===== config.mk =====
export PLATFORM = sky130hd
export DESIGN_NAME = ohash_mod
export DESIGN_NICKNAME = d
export VERILOG_FILES = /design/src/hw/rtl/ohash_pkg.sv /design/src/hw/rtl/ohash_mod.sv
export SDC_FILE = /design/constraint.sdc
export NUM_CORES = 1
export LEC_CHECK = 0
export ABC_AREA = 0
export BUFFER_PORTS_ARGS = -buffer_cell sky130_fd_sc_hd__buf_4
export CAP_MARGIN = 20
export CORE_MARGIN = 2
export CORE_UTILIZATION = 45
export DETAILED_ROUTE_END_ITERATION = 10
export HOLD_SLACK_MARGIN = 0.15
export PLACE_DENSITY_LB_ADDON = 0.3
export SETUP_SLACK_MARGIN = 0.4
export SYNTH_ARGS = -nofsm -noshare
export SYNTH_HDL_FRONTEND = slang
export SYNTH_SLANG_ARGS = --single-unit
export TNS_END_PERCENT = 100

===== constraint.sdc =====
create_clock -name clk -period 2.9 [get_ports clk]
set_clock_uncertainty 0.2 [all_clocks]
set_input_delay 0.58 -clock clk [delete_from_list [all_inputs] [get_ports clk]]
set_output_delay 0.58 -clock clk [all_outputs]
set_load 0.01 [all_outputs]

===== src/hw/rtl/ohash_pkg.sv =====
// ----------------------------------------------------------------------------
// ohash_pkg
// Shared types and constants of the open-addressed hash table.
// ----------------------------------------------------------------------------
package ohash_pkg;

  localparam int DEF_SLOTS     = 1024;
  localparam int DEF_KEY_BITS  = 32;
  localparam int DEF_DATA_BITS = 32;
  localparam int HASH_W        = 32;
  localparam int CFG_W         = 11;

  localparam logic [1:0] FN_INSERT = 2'd0;
  localparam logic [1:0] FN_REMOVE = 2'd1;
  localparam logic [1:0] FN_LOOKUP = 2'd2;

  localparam logic [2:0] ST_OK       = 3'd0;
  localparam logic [2:0] ST_DUP      = 3'd1;
  localparam logic [2:0] ST_NOTFOUND = 3'd2;
  localparam logic [2:0] ST_FULL     = 3'd3;
  localparam logic [2:0] ST_NOSLOT   = 3'd4;

  typedef enum logic [1:0] {
    MARK_EMPTY   = 2'd0,
    MARK_USED    = 2'd1,
    MARK_VACATED = 2'd2
  } mark_t;

  typedef enum logic [2:0] {
    S_CLEAR,
    S_IDLE,
    S_DIV1,
    S_DIV2,
    S_RD,
    S_CHK,
    S_FIN
  } state_t;

endpackage


===== src/hw/rtl/ohash_mod.sv =====
// ----------------------------------------------------------------------------
// ohash_mod
// Bit-serial remainder unit: one dividend bit per cycle against the slot count.
// ----------------------------------------------------------------------------
module ohash_mod import ohash_pkg::*; #(
  parameter int PW = CFG_W
) (
  input  logic              clk,
  input  logic              rst_n,
  input  logic              start,
  input  logic [HASH_W-1:0] dividend,
  input  logic [PW-1:0]     divisor,
  output logic              done,
  output logic [PW-1:0]     rem
);

  localparam int CNTW = $clog2(HASH_W);

  logic              busy_r, busy_nxt;
  logic              done_r, done_nxt;
  logic [CNTW-1:0]   cnt_r, cnt_nxt;
  logic [HASH_W-1:0] num_r, num_nxt;
  logic [PW-1:0]     rem_r, rem_nxt;
  logic [PW:0]       trial;

  always_comb begin
    trial    = {rem_r, num_r[HASH_W-1]};
    busy_nxt = busy_r;
    done_nxt = 1'b0;
    cnt_nxt  = cnt_r;
    num_nxt  = num_r;
    rem_nxt  = rem_r;
    if (start) begin
      busy_nxt = 1'b1;
      cnt_nxt  = '0;
      num_nxt  = dividend;
      rem_nxt  = '0;
    end else if (busy_r) begin
      if (trial >= {1'b0, divisor}) begin
        rem_nxt = PW'(trial - {1'b0, divisor});
      end else begin
        rem_nxt = PW'(trial);
      end
      num_nxt = {num_r[HASH_W-2:0], 1'b0};
      cnt_nxt = cnt_r + 1'b1;
      if (cnt_r == CNTW'(HASH_W - 1)) begin
        busy_nxt = 1'b0;
        done_nxt = 1'b1;
      end
    end
  end

  always_ff @(posedge clk) begin
    if (!rst_n) begin
      busy_r <= 1'b0;
      done_r <= 1'b0;
      cnt_r  <= '0;
    end else begin
      busy_r <= busy_nxt;
      done_r <= done_nxt;
      cnt_r  <= cnt_nxt;
    end
    num_r <= num_nxt;
    rem_r <= rem_nxt;
  end

  assign done = done_r;
  assign rem  = rem_r;

endmodule


==> results of run 1 <==
## path summary, 6_finish.rpt
kind | from | end | slack, ps | cells past startpoint
worst max-delay path | divisor[9] | rem[10] | 440 | 10
worst max register to register | num_r[31] | rem[8] | 470 | 10
worst min register to register | rem[8] | rem[8] | 310 | 2
worst min-delay path | rst_n | busy_r | 280 | 2
## critical path, stage by stage
cell      delay (ps)
buf_4             80
inv_1             30
ha_1             360
and4b_4          270
nor3b_2          180
a211oi_4         300
buf_4            170
nand2_2          120
nor3b_2          290
nor4_4            70
## power groups by stage
stage                     Sequential, mW  Combinational, mW  Clock (mW)
after floorplan                    0.877              0.308           0
after global placement             0.879              0.438           0
after detailed placement           0.880              0.442           0
after CTS                          0.864              0.451       0.526
after global routing               0.874              0.535       0.556
final                              0.865              0.492       0.504
## cell usage after synthesis (all sizes together) (4+ instances only)
cell,n
mux2,33
nor2,22
ha,13
xor2,4
a311oi,5
nand3,5
a211oi,6
xnor2,4
a21o,6
inv,15
nand2b,6
dfxtp,18
edfxtp,32
a21oi,9
mux2i,6
clkbuf,9
nor2b,4
nand2,11
## cell type report
| cell class | instances | area, um2 | area share |
|---|---|---|---|
| Sequential cell | 50 | 1325 | 0.3661 |
| Timing Repair Buffer | 67 | 526.8 | 0.1455 |
| Multi-Input combinational cell | 169 | 1505 | 0.4158 |
| Clock inverter | 3 | 43.79 | 0.01210 |
| Clock buffer | 5 | 68.82 | 0.01901 |
| Tap cell | 75 | 93.84 | 0.02592 |
| Inverter | 15 | 56.30 | 0.01555 |
## routing by layer
metal | global-route usage | vias up
li1 | - | 1028
met1 | 0.2250 | 988
met2 | 0.2566 | 42
met3 | 0.05169 | 6
met4 | 0.04024 | 0
met5 | 0 | -
## what timing repair did
action / 4_1_cts / 5_1_grt
resized for setup: 2 / 18
cloned: 0 / 1
endpoints found under the hold margin: 0 / 0
pin swaps: 1 / 8
setup endpoints to repair: 9 / 10
buffers inserted: 1 / 3
## cells by family (layout without fill, tap and decap cells)
family / after synthesis / in the layout / share of synthesized area
muxes: 39 / 39 / 0.1550
DFF: 50 / 50 / 0.4704
and+or+nand+nor: 65 / 66 / 0.1256
buffers and inverters: 26 / 90 / 0.03741
adders and majority gates: 14 / 14 / 0.06504
xor gates and xnor gates: 8 / 8 / 0.02494
AOI/OAI and AO/OA: 42 / 42 / 0.1216
## stage by stage
step                hold slack, ps  cells
finish                       281.4    384
global route                 271.3    384
CTS                          268.8    380
detailed placement           296.4    371
global placement             281.5    371
floorplan                    267.3    244
## state kept, by name (all words and copies together) (netlist names)
signal,cells
cnt_r,5
done,1
busy_r,1
num_r,32
rem,11
==> metrics, run 1 <==
outcome completed; Skew-Pair Late Insertion Delay 310 ps; Clock Path Buffers 2; Post-DP Area 3362 um2; Lkg Pwr ~1.5 nW; antenna violations before repair 0; Psw 0.5204 mW; post-synth top area share 0.3421; first-iteration detailed-routing DRC count between 100 and 150; first-pass GRT wire length 9287 um; die area between 6000 and 7000 um2; via count just over 2000; row cnt 28; final WL between 5000 and 6000 um; Root Driver clkbuf_8; total CTS buffers 5; Max H-tree Level 2; #FFs+latches synth 50; grt total ovfl 0; mean routed wirelength per cell between 15 and 20 um; Chip Height 83.01 um; Setup crit end kind flip-flop; Critical Path RT 2900 ps; ANT cells 0; startpoint type of the worst setup path input pin; commonest non-fill, non-tap cell in the layout buf_4; sequential share of power 0.465; clock share of power 0.271; CP arrival 2460 ps; Worst-path clk slew 100 ps; post-synthesis sequential area ratio 0.4704; Fillers a little over 500; pre-CTS setup slack approximately 62 ps; largest area contributor in the netlist edfxtp_1; Synth area leaders edfxtp_1 (34%), dfxtp_1 (13%), mux2_2 (13%); maximum vdd drop just over 300 uV; Die Span X around 83 um; Sink Count 50; Tcrit/Tclk final 0.8491; RSZ-0062 raised after global routing true; Net Sw Frac 0.2795; Final Util 0.6042; Max Cap Violations 0; vias per cell between 5 and 6; CTS tree built; Final Hold Vio Count 0; setup violators final 0; uppermost routed layer met4; P&R area growth vs syn 28.86%; DR pass1 iterations 4; f_max 406.1 MHz; fin nets between 300 and 400; I/O pins 58; routed wl met2 between 2000 and 3000 um; HP Class in -> reg; min cycle time layout ~2500 ps; largest net degree at the start of global routing 33; synth warn 0; Core Region between 5000 and 6000 um2; Metal-1 WL about 2800 um; Cells after Synth around 240; Logic pwr share 0.264; IO buf count 57; # hold bufs at CTS 0; routability cong. roughly 0.8; Syn Area/Cell around 12 um2; Post-DRT Antenna Nets 0; wire length on met3 approximately 280 um; Async S/R FF share, synth 0; Pint about 1.3 mW; Finished Cell Area approximately 3600 um2; layout cell share with drive strength beyond 1 0.4531; Rel. slew slack 0.7078; Initial Utilization 0.4689; Syn Nets between 300 and 400; Tot Pwr ~1.9 mW; pwr dens 514.4 nW/um2; WS Path Type in -> reg; CP max FO 6; most frequent cells in the layout buf_4 (63), edfxtp_1 (32), mux2_2 (31); vias in the first global route 2002; DRC 0; global-route usage over all layers 0.1649; Final HPWL DP between 3000 and 4000 um; Least-Margin Pin Slew 435.3 ps; mapped cell area 2809 um2; EDFF count, synth 32; post-synth cell types 52; ys flop type edfxtp_1; setup TNS 0 ps; max-slew violations 0; Final Worst Setup Slack about 440 ps
(Power assumes the default switching activity.)
==> run 2, diff against run 1 <==
==> constraint.sdc (replaced) <==
create_clock -name clk -period 2.43 [get_ports clk]
set_clock_uncertainty 0.2 [all_clocks]
set_input_delay 0.486 -clock clk [delete_from_list [all_inputs] [get_ports clk]]
set_output_delay 0.486 -clock clk [all_outputs]
set_load 0.01 [all_outputs]
==> metrics, run 2 (synthesized netlist as in run 1, its figures left out) <==
outcome completed; Critical Path RT 2470 ps (-430 ps); Final Hold Vio Count 0 (unchanged); reg2reg path depth 11 (+1); vias per cell 5.197 (-3.3%); Fillers 486 (-5.3%); I/O pins 58 (unchanged); final WL 5960 um (+2.0%); FF-to-FF End rem[1]; CP max FO 5 (-1); maximum vdd drop 420.5 uV (+36%); max-slew violations 0 (unchanged); first-pass GRT wire length 10090 um (+8.6%); Chip Height 83.01 um (unchanged); min cycle time layout about 2400 ps; Crit Reg-Reg Startpoint num_r[31]; Setup crit end kind flip-flop; Crit path buffers/inverters 3 (unchanged); Hold Slack 219.3 ps (-62.10 ps); Rel. slew slack 0.6165 (-0.09131); fin nets 395 (+7.3%); Clock Path Buffers 2 (unchanged); f_max ~420 MHz; DRC 0 (unchanged); Tcrit/Tclk final 0.9821; Final Util 0.6339 (+0.02966); Initial Utilization 0.4689 (unchanged); setup violators final 0 (unchanged); Sink Count 50 (unchanged); Max H-tree Level 2 (unchanged); mean routed wirelength per cell 14.50 um (-4.7%); kind of cell adding the most delay to the critical path adder cells; routability cong. 0.8512 (+6.7%); Critical Path Slowest Stage Cell edfxtp_1; commonest non-fill, non-tap cell in the layout buf_4; most frequent cells in the layout buf_4 (90), mux2_2 (32), edfxtp_1 (32); antenna violations before repair 0 (unchanged); reg2reg setup slack 40 ps (-430 ps); routed wl met2 2800 um (+3.1%); pre-CTS setup slack -297.0 ps (-359.0 ps); uppermost routed layer met4; layout cell share with drive strength beyond 1 0.4851 (+0.03204); CP arrival 2430 ps (-30 ps); P&R area growth vs syn 35.19%; Skew-Pair Late Insertion Delay 310 ps (about the same); Metal-1 WL 2810 um (+0.39%); grt total ovfl 0 (unchanged); Hold Crit Endpoint busy_r; IO buf count 57 (unchanged); Worst path max stage delay 390 ps (+30 ps); Max Cap Violations 0 (unchanged); worst path cell trace inv_2 -> ha_4 -> fa_2 -> nand2b_4 -> a21oi_4 -> buf_6 -> o2111ai_4 -> nand2_2 -> buf_6 -> mux2_4 -> o22ai_2; startpoint type of the worst setup path flip-flop; CTS tree built; Core Region 5991 um2 (unchanged); pwr dens 603.4 nW/um2 (+17%); die area 6890 um2 (unchanged); largest net degree at the start of global routing 48 (+45%); ANT cells 0 (unchanged); Least-Margin Pin Slew 575.2 ps (+139.9 ps); Worst-path clk slew 100 ps (about the same); Hold Path Origin rst_n; vias in the first global route 2201 (+9.9%); row cnt 28 (unchanged); via count 2136 (+3.5%); Lkg Pwr 1.650 nW (+8.6%); Root Driver clkbuf_8; first-iteration detailed-routing DRC count 91 (-22%); Final Worst Setup Slack 43.47 ps (-394.0 ps); Final HPWL DP 4336 um (+9.5%); Crit path top cell by count buf_6; RSZ-0062 raised after global routing true; global-route usage over all layers 0.1769 (+0.01202); hold path depth 2 (unchanged); Tot Pwr 2.291 mW (+23%); WS Path Type reg -> reg; Die Span X 83.01 um (unchanged); total CTS buffers 5 (unchanged); DR pass1 iterations 4 (unchanged); HP Class in -> reg; wire length on met3 292 um (+5.4%); max reg flops 32 (unchanged); Post-DRT Antenna Nets 0 (unchanged); Top reg by flops num_r
run 2: cell types whose count changed in the layout (fill, tap and decap cells not counted), moves of 2 or more:
cell	previous run	this run
buf_4	63	90
dfxtp_1	15	18
dfxtp_2	3	0
a211oi_2	1	3
run 2: layout make-up:
| cell class | instances | area (um2) | share of cell area |
|---|---|---|---|
| clock buffers | 5 | 68.82 | 0.01812 |
| clock inverters | 3 | 43.79 | 0.01153 |
| flip-flops and latches | 50 | 1321 | 0.3479 |
| inverters | 15 | 56.30 | 0.01483 |
| multi-input cells | 168 | 1473 | 0.3878 |
| repair buffers | 95 | 740.7 | 0.1951 |
| well taps | 75 | 93.84 | 0.02471 |
run 2: how the worst max path moves through the flow:
| stage | from | to | slack (ps) | depth (start not counted) |
|---|---|---|---|---|
| detailed placement | divisor[0] | rem[10] | -300 | 9 |
| CTS | num_r[31] | rem[1] | 50 | 11 |
| floorplan | divisor[0] | rem[10] | -170 | 8 |
| global placement | divisor[0] | rem[10] | -280 | 9 |
| finish | num_r[31] | rem[1] | 40 | 11 |
| global route | num_r[31] | rem[2] | -80 | 11 |
run 2: what timing repair did:
action                                  4_1_cts  5_1_grt
pin swaps                                     6        4
hold buffers                                  0        0
gates resized for setup                       9        5
buffers inserted                              3        4
endpoints found under the setup margin       11       11
cloned                                        0        0
run 2: stage by stage:
step                      setup TNS, ps  cells  instance area (um2)
after CTS                             0    407                 3739
after floorplan                  -217.2    244                 2844
after global routing             -420.2    411                 3797
final                                 0    411                 3797
after detailed placement          -2175    396                 3562
after global placement            -1838    396                 3562
run 2: power breakdown:
part           internal, mW  total (mW)  switching [mW]
logic                 0.360       0.659           0.300
clock network         0.309       0.605           0.296
registers             0.994        1.03          0.0340
run 2: layer usage:
layer  vias to the layer above  track usage
li1                       1085            -
met1                       999       0.2384
met2                        43       0.2896
met3                         9      0.03976
met4                         0      0.04471
met5                         -            0
